File: src/hw/rtl/lfhrp_pkg.sv
// Shared types, constants and the header table of the LED frame report packer.
// No dependencies; the controller, datapath and top level import this package.
package lfhrp_pkg;

  localparam int MAX_REPORT_BYTES = 64;
  localparam int RESULT_CAP       = 64;
  localparam int LEN_CAP = (MAX_REPORT_BYTES < RESULT_CAP) ? MAX_REPORT_BYTES : RESULT_CAP;

  localparam logic [6:0] RLEN_RESET = 7'd64;
  localparam logic [6:0] RLEN_MIN   = 7'd2;
  localparam logic [6:0] RLEN_MAX   = 7'(LEN_CAP);

  localparam logic [2:0] LAST_STEP  = 3'd4;
  localparam logic [7:0] REC_MARK   = 8'h80;

  typedef enum logic [1:0] {
    SEL_ZERO = 2'd0,
    SEL_HDR  = 2'd1,
    SEL_REC  = 2'd2
  } sel_e;

  typedef struct packed {
    logic       item_ready;
    logic       load_item;
    logic       emit;
    logic       push;
    sel_e       sel;
    logic [2:0] step;
    logic       last;
    logic       hdr_set;
    logic       led_inc;
    logic       clear_frame;
  } cmd_t;

  typedef struct packed {
    logic item_valid;
    logic item_action;
    logic hdr_done;
    logic fill_zero;
    logic close;
    logic out_free;
  } status_t;

  function automatic logic [7:0] hdr_byte(input logic [2:0] idx);
    logic [7:0] b;
    case (idx)
      3'd0:    b = 8'h53;
      3'd1:    b = 8'h43;
      3'd2:    b = 8'h01;
      3'd3:    b = 8'h01;
      3'd4:    b = 8'hff;
      default: b = 8'h00;
    endcase
    return b;
  endfunction

endpackage

File: src/hw/rtl/lfhrp_if.sv
// Channel interfaces of the LED frame report packer: input item, result byte
// and configuration write. No dependencies.
interface lfhrp_in_if;
  logic       valid;
  logic       ready;
  logic       action;
  logic [7:0] red;
  logic [7:0] green;
  logic [7:0] blue;
  modport source (output valid, action, red, green, blue, input ready);
  modport sink   (input valid, action, red, green, blue, output ready);
endinterface

interface lfhrp_out_if;
  logic       valid;
  logic       ready;
  logic [7:0] out_byte;
  logic       report_end;
  logic       run_last;
  modport source (output valid, out_byte, report_end, run_last, input ready);
  modport sink   (input valid, out_byte, report_end, run_last, output ready);
endinterface

interface lfhrp_cfg_if;
  logic       valid;
  logic       ready;
  logic [6:0] report_length;
  modport source (output valid, report_length, input ready);
  modport sink   (input valid, report_length, output ready);
endinterface

File: src/hw/rtl/lfhrp_ctrl.sv
// Controller of the LED frame report packer: sequences report ID, header, record and
// padding bytes one per cycle while the output register can take a byte. Depends on lfhrp_pkg.
module lfhrp_ctrl (
  input  logic              clk_i,
  input  logic              rst_ni,
  input  lfhrp_pkg::status_t status_i,
  output lfhrp_pkg::cmd_t    cmd_o
);
  import lfhrp_pkg::*;

  localparam logic [1:0] S_IDLE = 2'd0;
  localparam logic [1:0] S_HDR  = 2'd1;
  localparam logic [1:0] S_REC  = 2'd2;
  localparam logic [1:0] S_PAD  = 2'd3;

  logic [1:0] state_q, state_d;
  logic [2:0] step_q, step_d;
  logic       id_q, id_d;
  logic       action_q, action_d;

  always_comb begin
    cmd_o    = '0;
    state_d  = state_q;
    step_d   = step_q;
    id_d     = id_q;
    action_d = action_q;
    cmd_o.step = step_q;
    case (state_q)
      S_IDLE: begin
        cmd_o.item_ready = 1'b1;
        if (status_i.item_valid) begin
          cmd_o.load_item = 1'b1;
          action_d = status_i.item_action;
          step_d   = 3'd0;
          id_d     = 1'b0;
          if (!status_i.hdr_done) begin
            state_d = S_HDR;
          end else if (status_i.item_action) begin
            state_d = S_PAD;
          end else begin
            state_d = S_REC;
          end
        end
      end
      S_HDR, S_REC, S_PAD: begin
        if (status_i.out_free) begin
          cmd_o.emit = 1'b1;
          if (status_i.fill_zero && !id_q) begin
            cmd_o.sel = SEL_ZERO;
            id_d = 1'b1;
          end else begin
            cmd_o.push = 1'b1;
            id_d = 1'b0;
            case (state_q)
              S_HDR: begin
                cmd_o.sel = SEL_HDR;
                step_d = step_q + 3'd1;
                if (step_q == LAST_STEP) begin
                  cmd_o.hdr_set = 1'b1;
                  step_d  = 3'd0;
                  state_d = action_q ? S_PAD : S_REC;
                end
              end
              S_REC: begin
                cmd_o.sel = SEL_REC;
                step_d = step_q + 3'd1;
                if (step_q == LAST_STEP) begin
                  cmd_o.last    = 1'b1;
                  cmd_o.led_inc = 1'b1;
                  state_d = S_IDLE;
                end
              end
              default: begin
                cmd_o.sel = SEL_ZERO;
                if (status_i.close) begin
                  cmd_o.last        = 1'b1;
                  cmd_o.clear_frame = 1'b1;
                  state_d = S_IDLE;
                end
              end
            endcase
          end
        end
      end
      default: state_d = S_IDLE;
    endcase
  end

  always_ff @(posedge clk_i or negedge rst_ni) begin
    if (!rst_ni) begin
      state_q  <= S_IDLE;
      step_q   <= 3'd0;
      id_q     <= 1'b0;
      action_q <= 1'b0;
    end else begin
      state_q  <= state_d;
      step_q   <= step_d;
      id_q     <= id_d;
      action_q <= action_d;
    end
  end

endmodule

File: src/hw/rtl/lfhrp_dp.sv
// Datapath of the LED frame report packer: frame state, report length,
// byte selection and the output register. Depends on lfhrp_pkg.
module lfhrp_dp (
  input  logic               clk_i,
  input  logic               rst_ni,
  input  lfhrp_pkg::cmd_t    cmd_i,
  output lfhrp_pkg::status_t status_o,
  input  logic               item_valid_i,
  input  logic               item_action_i,
  input  logic [7:0]         item_red_i,
  input  logic [7:0]         item_green_i,
  input  logic [7:0]         item_blue_i,
  input  logic               cfg_valid_i,
  input  logic [6:0]         cfg_length_i,
  input  logic               out_ready_i,
  output logic               out_valid_o,
  output logic [7:0]         out_byte_o,
  output logic               out_end_o,
  output logic               out_last_o
);
  import lfhrp_pkg::*;

  logic [6:0] rlen_q;
  logic [5:0] fill_q;
  logic [6:0] led_q;
  logic       hdr_q;
  logic [7:0] red_q, green_q, blue_q;
  logic       ov_q;
  logic [7:0] ob_q;
  logic       oend_q, olast_q;

  logic [6:0] len;
  logic [5:0] plen;
  logic       close;
  logic       out_free;
  logic [7:0] byte_d;

  always_comb begin
    if (rlen_q < RLEN_MIN) begin
      len = RLEN_MIN;
    end else if (rlen_q > RLEN_MAX) begin
      len = RLEN_MAX;
    end else begin
      len = rlen_q;
    end
  end

  assign plen     = 6'(len - 7'd1);
  assign close    = ({1'b0, fill_q} + 7'd1) >= {1'b0, plen};
  assign out_free = !ov_q || out_ready_i;

  always_comb begin
    case (cmd_i.sel)
      SEL_HDR: byte_d = hdr_byte(cmd_i.step);
      SEL_REC: begin
        case (cmd_i.step)
          3'd0:    byte_d = REC_MARK;
          3'd1:    byte_d = {led_q, 1'b1};
          3'd2:    byte_d = red_q;
          3'd3:    byte_d = green_q;
          3'd4:    byte_d = blue_q;
          default: byte_d = 8'h00;
        endcase
      end
      default: byte_d = 8'h00;
    endcase
  end

  assign status_o.item_valid  = item_valid_i;
  assign status_o.item_action = item_action_i;
  assign status_o.hdr_done    = hdr_q;
  assign status_o.fill_zero   = (fill_q == 6'd0);
  assign status_o.close       = close;
  assign status_o.out_free    = out_free;

  always_ff @(posedge clk_i or negedge rst_ni) begin
    if (!rst_ni) begin
      rlen_q <= RLEN_RESET;
      fill_q <= 6'd0;
      led_q  <= 7'd0;
      hdr_q  <= 1'b0;
      ov_q   <= 1'b0;
    end else begin
      if (cfg_valid_i) begin
        rlen_q <= cfg_length_i;
      end
      if (cmd_i.push) begin
        fill_q <= close ? 6'd0 : fill_q + 6'd1;
      end
      if (cmd_i.hdr_set) begin
        hdr_q <= 1'b1;
      end
      if (cmd_i.led_inc) begin
        led_q <= led_q + 7'd1;
      end
      if (cmd_i.clear_frame) begin
        led_q <= 7'd0;
        hdr_q <= 1'b0;
      end
      if (cmd_i.emit) begin
        ov_q <= 1'b1;
      end else if (out_ready_i) begin
        ov_q <= 1'b0;
      end
    end
  end

  always_ff @(posedge clk_i) begin
    if (cmd_i.load_item) begin
      red_q   <= item_red_i;
      green_q <= item_green_i;
      blue_q  <= item_blue_i;
    end
    if (cmd_i.emit) begin
      ob_q    <= byte_d;
      oend_q  <= cmd_i.push && close;
      olast_q <= cmd_i.last;
    end
  end

  assign out_valid_o = ov_q;
  assign out_byte_o  = ob_q;
  assign out_end_o   = oend_q;
  assign out_last_o  = olast_q;

endmodule

File: src/hw/rtl/led_frame_hid_report_packer.sv
// Top level of the LED frame report packer. The first byte of an accepted beat passes through
// the controller state register and then the output register, then one byte per cycle while
// the output is taken. An LED beat yields 5 record bytes plus up to 5 report ID bytes, plus the
// header and its ID bytes on the first LED of a frame. A frame end yields up to 64 bytes.
// Reset clears the frame state and sets report_length to 64.
module led_frame_hid_report_packer (
  input  logic clk_i,
  input  logic rst_ni,
  lfhrp_in_if.sink    item_i,
  lfhrp_out_if.source result_o,
  lfhrp_cfg_if.sink   cfg_i
);
  import lfhrp_pkg::*;

  cmd_t    cmd;
  status_t status;

  assign item_i.ready = cmd.item_ready;
  assign cfg_i.ready  = 1'b1;

  lfhrp_ctrl u_ctrl (
    .clk_i    (clk_i),
    .rst_ni   (rst_ni),
    .status_i (status),
    .cmd_o    (cmd)
  );

  lfhrp_dp u_dp (
    .clk_i         (clk_i),
    .rst_ni        (rst_ni),
    .cmd_i         (cmd),
    .status_o      (status),
    .item_valid_i  (item_i.valid),
    .item_action_i (item_i.action),
    .item_red_i    (item_i.red),
    .item_green_i  (item_i.green),
    .item_blue_i   (item_i.blue),
    .cfg_valid_i   (cfg_i.valid),
    .cfg_length_i  (cfg_i.report_length),
    .out_ready_i   (result_o.ready),
    .out_valid_o   (result_o.valid),
    .out_byte_o    (result_o.out_byte),
    .out_end_o     (result_o.report_end),
    .out_last_o    (result_o.run_last)
  );

  a_busy_after_accept: assert property (@(posedge clk_i) disable iff (!rst_ni)
    item_i.valid && item_i.ready |=> !item_i.ready)
    else $error("input accepted while an item is in progress");

  a_no_open_report_before_header: assert property (@(posedge clk_i) disable iff (!rst_ni)
    item_i.ready && !status.hdr_done |-> status.fill_zero)
    else $error("report open before the frame header was sent");

  a_emit_needs_room: assert property (@(posedge clk_i) disable iff (!rst_ni)
    cmd.emit |-> status.out_free)
    else $error("byte emitted while the output register is held");

endmodule
File: src/flat_wrapper.sv
// flat-port wrapper written by rule: the top's interface ports become plain ports
module led_frame_hid_report_packer_flat import lfhrp_pkg::*;
  (clk_i, rst_ni, item_i_valid, item_i_action, item_i_red, item_i_green, item_i_blue, item_i_ready, result_o_valid, result_o_out_byte, result_o_report_end, result_o_run_last, result_o_ready, cfg_i_valid, cfg_i_report_length, cfg_i_ready);
  lfhrp_in_if item_i_i ();
  lfhrp_out_if result_o_i ();
  lfhrp_cfg_if cfg_i_i ();
  input  logic clk_i;
  input  logic rst_ni;
  input wire logic [$bits(item_i_i.valid)-1:0] item_i_valid;
  input wire logic [$bits(item_i_i.action)-1:0] item_i_action;
  input wire logic [$bits(item_i_i.red)-1:0] item_i_red;
  input wire logic [$bits(item_i_i.green)-1:0] item_i_green;
  input wire logic [$bits(item_i_i.blue)-1:0] item_i_blue;
  output wire logic [$bits(item_i_i.ready)-1:0] item_i_ready;
  output wire logic [$bits(result_o_i.valid)-1:0] result_o_valid;
  output wire logic [$bits(result_o_i.out_byte)-1:0] result_o_out_byte;
  output wire logic [$bits(result_o_i.report_end)-1:0] result_o_report_end;
  output wire logic [$bits(result_o_i.run_last)-1:0] result_o_run_last;
  input wire logic [$bits(result_o_i.ready)-1:0] result_o_ready;
  input wire logic [$bits(cfg_i_i.valid)-1:0] cfg_i_valid;
  input wire logic [$bits(cfg_i_i.report_length)-1:0] cfg_i_report_length;
  output wire logic [$bits(cfg_i_i.ready)-1:0] cfg_i_ready;
  assign item_i_i.valid = item_i_valid;
  assign item_i_i.action = item_i_action;
  assign item_i_i.red = item_i_red;
  assign item_i_i.green = item_i_green;
  assign item_i_i.blue = item_i_blue;
  assign item_i_ready = item_i_i.ready;
  assign result_o_valid = result_o_i.valid;
  assign result_o_out_byte = result_o_i.out_byte;
  assign result_o_report_end = result_o_i.report_end;
  assign result_o_run_last = result_o_i.run_last;
  assign result_o_i.ready = result_o_ready;
  assign cfg_i_i.valid = cfg_i_valid;
  assign cfg_i_i.report_length = cfg_i_report_length;
  assign cfg_i_ready = cfg_i_i.ready;
  led_frame_hid_report_packer u_core (.clk_i(clk_i), .rst_ni(rst_ni), .item_i(item_i_i), .result_o(result_o_i), .cfg_i(cfg_i_i));
endmodule
File: config.mk
export PLATFORM = sky130hd
export DESIGN_NAME = led_frame_hid_report_packer_flat
export DESIGN_NICKNAME = d
export VERILOG_FILES = /design/src/hw/rtl/lfhrp_pkg.sv /design/src/hw/rtl/lfhrp_if.sv /design/src/hw/rtl/lfhrp_ctrl.sv /design/src/hw/rtl/lfhrp_dp.sv /design/src/hw/rtl/led_frame_hid_report_packer.sv /design/src/flat_wrapper.sv
export SDC_FILE = /design/constraint.sdc
export NUM_CORES = 1
export LEC_CHECK = 0
export ABC_CLOCK_PERIOD_IN_PS = 3950
export CAP_MARGIN = 20
export CORE_ASPECT_RATIO = 0.5
export CORE_MARGIN = 2
export CORE_UTILIZATION = 65
export CTS_BUF_LIST = sky130_fd_sc_hd__clkbuf_4
export DETAILED_ROUTE_END_ITERATION = 10
export DONT_BUFFER_PORTS = 1
export GPL_TIMING_DRIVEN = 0
export PLACE_DENSITY_LB_ADDON = 0.05
export SLEW_MARGIN = 10
export SYNTH_ARGS = -nofsm -noshare
export SYNTH_HDL_FRONTEND = slang
export SYNTH_SLANG_ARGS = --single-unit
File: constraint.sdc
create_clock -name clk_i -period 3.95 [get_ports clk_i]
set_clock_uncertainty 0.2 [all_clocks]
set_input_delay 0.395 -clock clk_i [delete_from_list [all_inputs] [get_ports clk_i]]
set_output_delay 0.395 -clock clk_i [all_outputs]
set_load 0.01 [all_outputs]
Word-level counts from Yosys, hierarchy flattened
Index checks and enable logic that the tools add are counted.

cells by class
  add/subtract/negate cells = 5
  $mul = 0
  divide/modulo/power cells = 0
  magnitude comparators = 3
  eq/ne operators = 16
  shifts and indexed selects = 0
  mux-type cells = 49
  bitwise logic cells = 2
  reductions and logical operators = 19

operators with widths
  operator                                                                number
  8-bit one-hot mux with 5 select lines                                   1
  8-bit one-hot mux with 4 select lines                                   1
  3-bit 2-to-1 mux                                                        7
  2-bit 2-to-1 mux                                                        9
  6-bit 2-to-1 mux                                                        3
  1-bit 2-to-1 mux                                                        16
  8-bit one-hot mux with 2 select lines                                   1
  7-bit 2-to-1 mux                                                        2
  2-bit one-hot mux with 2 select lines                                   3
  3-bit one-hot mux with 2 select lines                                   2
  3-bit inequality test (second input constant)                           3
  4-bit 2-to-1 mux                                                        2
  6-bit by 1-bit adder with 7-bit output (second input constant)          1
  7-bit by 1-bit adder with 7-bit output (second input constant)          1
  7-bit by 6-bit greater-or-equal comparator with 1-bit output            1
  7-bit > comparator (second input constant)                              1
  7-bit by 2-bit < comparator with 1-bit output (second input constant)   1
  6-bit by 1-bit adder with 6-bit output (second input constant)          1
  2-bit equality test (second input constant)                             3
  3-bit by 2-bit equality test with 1-bit output (second input constant)  2
  6-bit logical NOT                                                       1
  2-bit inequality test (second input constant)                           3
  6-bit AND reduction                                                     1
  2-bit nonzero test                                                      3
  other kinds (17)                                                        25

storage, ports and cells
  bits in registers = 63
  latch bits = 0
  RAM bits = 0
  bits in read-only memories = 0
  input bits = 37
  output and inout port bits = 13
  word-level logic and storage cells = 109
  memories kept = 0

Depth between registers and ports, before layout
  depth in word-level cells = 12
  gate-level depth with buffers = 12
  mapped depth without buffers = 12

Cells and area by module
From an unflattened synthesis, not the netlist that was laid out.

second synthesis, totals
  cells, all modules = 287
  area, all modules = 3,357.0 um^2

modules (own cells, without submodules)
  module                       instances  cells an instance  area an instance (um^2)  seq. area each (um^2)
  lfhrp_dp                     1          226                2,747.6                  1,572.8
  lfhrp_ctrl                   1          59                 598.1                    175.2
  led_frame_hid_report_packer  1          2                  11.3                     0.0

Least setup slack after synthesis
OpenSTA, ideal clock, no wires.

  path kind = reg-to-reg
  start = reg u_core.u_dp.rlen_q[3]
  end = reg u_core.u_ctrl.state_q[0]
  library setup time = 0.125 ns
  arrival = 2.923 ns
  required time = 3.625 ns
  setup slack = 0.702 ns
  cell stages (with the launch flop) = 13
  path buffers = 0
  period minus slack after synthesis = 3.248 ns
  cell sequence = dfrtp_1 or2_2 nor4_1 or3b_2 ha_1 nand2_1 a32oi_1 ha_1 a21oi_1 o221ai_1 a41oi_2 a21oi_1 mux2_4

on the way
  longest elaborated chain between the ends = 7
  elaborated cells on any way between the ends = 8
  those cells by class = add/sub: 1; order compare: 3; eq/ne: 1; mux: 2; reduce/logical: 1

RTL lines
  element                                                         RTL line          text
  start, declared                                                 lfhrp_dp.sv:23    logic [6:0] rlen_q;
  start signal, assigned                                          lfhrp_dp.sv:85    rlen_q <= cfg_length_i;
  7-bit > comparator                                              lfhrp_dp.sv:41    end else if (rlen_q > RLEN_MAX) begin
  6-bit 2-to-1 mux                                                lfhrp_dp.sv:41
  6-bit 2-to-1 mux *                                              lfhrp_dp.sv:39    if (rlen_q < RLEN_MIN) begin
  6-bit by 1-bit subtractor with 6-bit output *                   lfhrp_dp.sv:48    assign plen = 6'(len - 7'd1);
  7-bit by 6-bit greater-or-equal comparator with 1-bit output *  lfhrp_dp.sv:49    assign close = ({1'b0, fill_q} + 7'd1) >= {1'b0, plen};
  4-bit inequality test (no source line) *                        -
  6-bit AND reduction (no source line) *                          -
  end signal, assigned                                            lfhrp_ctrl.sv:96  state_q <= state_d;
  end, declared                                                   lfhrp_ctrl.sv:16  logic [1:0] state_q, state_d;

Mark *: on every way between the ends. The rest lies on a longest branch, timed or not.
A chain may end at the register's enable or synchronous reset.

Worst setup path in the final report
Ends and elaborated chain as after synthesis.

==> flow_metrics.env <==
export IMPL_status="finished clean"
export IMPL_timing_rr_end="u_core.u_ctrl.state_q[0]$_DFFE_PN0P_"
export IMPL_r2r_start="u_core.u_dp.rlen_q[3]$_DFFE_PN0P_"
export IMPL_syn_area_per_cell_um2=11.43
export IMPL_io_pin_count=50
export IMPL_h_tree_depth=3
export IMPL_max_freq_ghz=0.2769
export IMPL_timing_final_crit_share=0.9142
export IMPL_cts_tree="yes"
export IMPL_via_per_inst=5.771
export IMPL_synth_async_reset_ratio=0.4603
export IMPL_critPathMaxFanout=10
export IMPL_pwr_share_clk=0.206
export IMPL_synth_warnings=0
export IMPL_drtIter0Drc=112
export IMPL_seq_power_share=0.415
export IMPL_switching_share=0.3815
export IMPL_synth_mux_area_fraction=0.04868
export IMPL_die_h_um=53.72
export IMPL_dr_total_vias=2320
export IMPL_synthTopCellsByCount="34 x edfxtp_1, 28 x dfrtp_1, 27 x nand2_1"
export IMPL_drt_total_wl_um=6619
export IMPL_worst_pin_slew_ps=746.6
export IMPL_remaining_drc_errors=0
export IMPL_setup_viol=0
export IMPL_syn_area_um2=3213
export IMPL_maxCapViolCount=0
export IMPL_fin_ws_ps=338.9
export IMPL_synth_cell_types=49
export IMPL_overflow=0
export IMPL_synth_top_family_by_area="simple AND/OR/NAND/NOR gates"
export IMPL_critPathLaunchType="register"
export IMPL_irDropWorstVdd_mv=0.3740
export IMPL_clockBufferDepth=2
export IMPL_p_sw_mw=0.9410
export IMPL_period_minus_slack_ps=3611
export IMPL_finalPower_mw=2.467
export IMPL_end_kind="register"
export IMPL_p_int_mw=1.526
export IMPL_synth_seq_cells=63
export IMPL_reg2regPathDepth=12
export IMPL_syn2layout_area_growth_pct=19.24
export IMPL_timing_slew_headroom=0.5023
export IMPL_numPlacedInstances=351
export IMPL_endpoint="u_core.u_ctrl.state_q[0]$_DFFE_PN0P_"
export IMPL_syn_nets=340
export IMPL_hpwl_um=4156
export IMPL_grt_util_all_layers=0.2668
export IMPL_synth_top_cell_area_share=0.3178
export IMPL_numCtsBuffers=9
export IMPL_clk_pin_slew_worst_paths_ps=110
export IMPL_die_w_um=103.4
export IMPL_synth_simple_area_share=0.1312
export IMPL_cts_sinks=63
export IMPL_fill_cells=306
export IMPL_stdcell_area_um2=3831
export IMPL_fin_util=0.7912
export IMPL_p_per_area_nw_per_um2=643.9
export IMPL_clock_latency_ps=420
export IMPL_r2r_slack_ps=340
export IMPL_cp_required_ps=4060
export IMPL_die_area_um2=5556
export IMPL_placed_area_um2=3302
export IMPL_rsz0062_at_grt="false"
export IMPL_p_comb_frac=0.379
export IMPL_grt_pass1_wl_um=10700
export IMPL_postRouteAntennaNets=0
export IMPL_final_cells=402
export IMPL_nets=385
export IMPL_row_count=18
export IMPL_dr_pass1_iters=4
export IMPL_port_buffers=0
export IMPL_multi_input_area_um2=1360
export IMPL_core_um2=4842
export IMPL_seqCellArea_um2=1748
export IMPL_min_path_type="in -> reg"
export IMPL_yosys_area_share_xor_xnor=0.02998
export IMPL_synth_compound_area_frac=0.1231
export IMPL_final_hold_violation_count=0
export IMPL_fin_hold_ws_ps=42.12
export IMPL_cp_startpoint="u_core.u_dp.rlen_q[3]$_DFFE_PN0P_"
export IMPL_grt_pass1_vias=2169
export IMPL_tns_ps=0
export IMPL_grt_max_degree=30
export IMPL_netlist_instances=281
export IMPL_post_cts_buffers=0
export IMPL_wl_per_cell_um=16.47
export IMPL_finalMaxSlewViolations=0
export IMPL_crit_type="reg -> reg"
export IMPL_root_buffer="clkbuf_4"
export IMPL_pre_cts_ws_ps=226.5
export IMPL_p_leak_nw=1.535
export IMPL_synthFlopType="edfxtp_1"
export IMPL_synthAdderAreaFrac=0.08567
export IMPL_synth_seq_area_share=0.5440
export IMPL_synth_most_common_cell="edfxtp_1"
export IMPL_antenna_found_initial=0
export IMPL_place_congestion=0.8382
export IMPL_start_util=0.6636
export IMPL_drive_above_1_share=0.1239
export IMPL_yosysTopAreaCell="edfxtp_1"
export IMPL_cp_data_arrival_time_ps=3720
export IMPL_yosys_top_cells_area="edfxtp_1 32%, dfrtp_1 22%, ha_1 8.6%"
export IMPL_synth_edf_count=34
[what timing repair did]
action / in CTS / in global routing
endpoints found under the hold margin: 61 / 0
resized for setup: 0 / 1
hold buffers: 34 / 0
setup endpoints to repair: 0 / 2
[sequential cells by signal (all words and copies together), names as in the netlist]
name and count:
u_core.u_dp.out_last_o 1, u_core.u_ctrl.step_q 3, u_core.u_dp.blue_q 8, u_core.u_ctrl.id_q 1, u_core.u_dp.out_byte_o 8, u_core.u_dp.fill_q 6
u_core.u_dp.led_q 7, u_core.u_dp.rlen_q 7, u_core.u_dp.green_q 8, u_core.u_dp.out_valid_o 1, u_core.u_ctrl.state_q 2, u_core.u_dp.out_end_o 1
u_core.u_dp.red_q 8, u_core.u_dp.hdr_q 1, u_core.u_ctrl.action_q 1
[worst max-delay path, stage by stage, from the launching register on]
cell and delay (ps):
dfrtp_1 440, or2_2 320, nor4_1 310, or3b_2 210, ha_1 200, nand2_1 70
a32oi_1 210, ha_1 300, a21oi_1 140, o221ai_1 190, a41oi_4 410, a21oi_1 190
mux2_4 330
[layer usage]
layer,part of all wire,wire (um),global-route usage
met2,0.48,3185,0.4538
met1,0.44,2887,0.3401
met4,0.0083,55,0.05921
met3,0.074,490,0.08701
met5,0,0,0
[logic make-up (layout without fill, tap and decap cells)]
kind of cell | count (synthesis) | in the layout
AO/OA/AOI/OAI | 56 | 56
XOR/XNOR | 11 | 11
adder cells (fa/ha/maj) | 22 | 22
buffers and inverters | 27 | 77
flip-flops | 63 | 63
multiplexers | 14 | 14
other | 1 | 2
AND/OR/NAND/NOR | 87 | 87
[power by group through the flow]
stage          sequential (mW)  combinational (mW)  clock, mW
6_report                  1.02               0.934      0.508
5_1_grt                   1.05                1.05      0.549
4_1_cts                   1.02               0.904      0.518
3_5_place_dp              1.03               0.864          0
3_3_place_gp              1.03               0.834          0
2_1_floorplan             1.00               0.692          0
[layout make-up]
cell class,instances,share of cell area
Clock inverter,7,0.02547
Clock buffer,9,0.01764
Sequential cell,63,0.4562
Buffer,12,0.01600
Tap cell,70,0.02286
Timing Repair Buffer,34,0.09144
Multi-Input combinational cell,191,0.3550
Antenna cell,1,0.0006532
Inverter,15,0.01470
[cells in the final DEF, fill, tap and decap left out, drive strengths merged, types with 4 or more instances in the layout]
cell	instances
clkinv	4
nor3	8
dlygate4sd3	33
clkbuf	15
nor2	19
mux2	10
dfrtp	28
a221o	6
ha	22
o21ai	13
xnor2	10
a21oi	16
inv	14
nor2b	5
buf	7
mux2i	4
a32o	6
nand3	12
nand2	27
edfxtp	34
[worst min path at each step]
stage               slack (ps)      startpoint                                  end  cells after the start
floorplan                 -100          rst_ni   u_core.u_ctrl.action_q$_DFFE_PN0P_                      0
global route                50  result_o_ready  u_core.u_dp.out_valid_o$_DFFE_PN0P_                      2
global placement          -100          rst_ni    u_core.u_dp.fill_q[5]$_DFFE_PN0P_                      0
detailed placement        -100          rst_ni    u_core.u_dp.fill_q[5]$_DFFE_PN0P_                      0
CTS                         20  result_o_ready  u_core.u_dp.out_valid_o$_DFFE_PN0P_                      2
finish                      40  result_o_ready  u_core.u_dp.out_valid_o$_DFFE_PN0P_                      2
(Power assumes the default switching activity.)
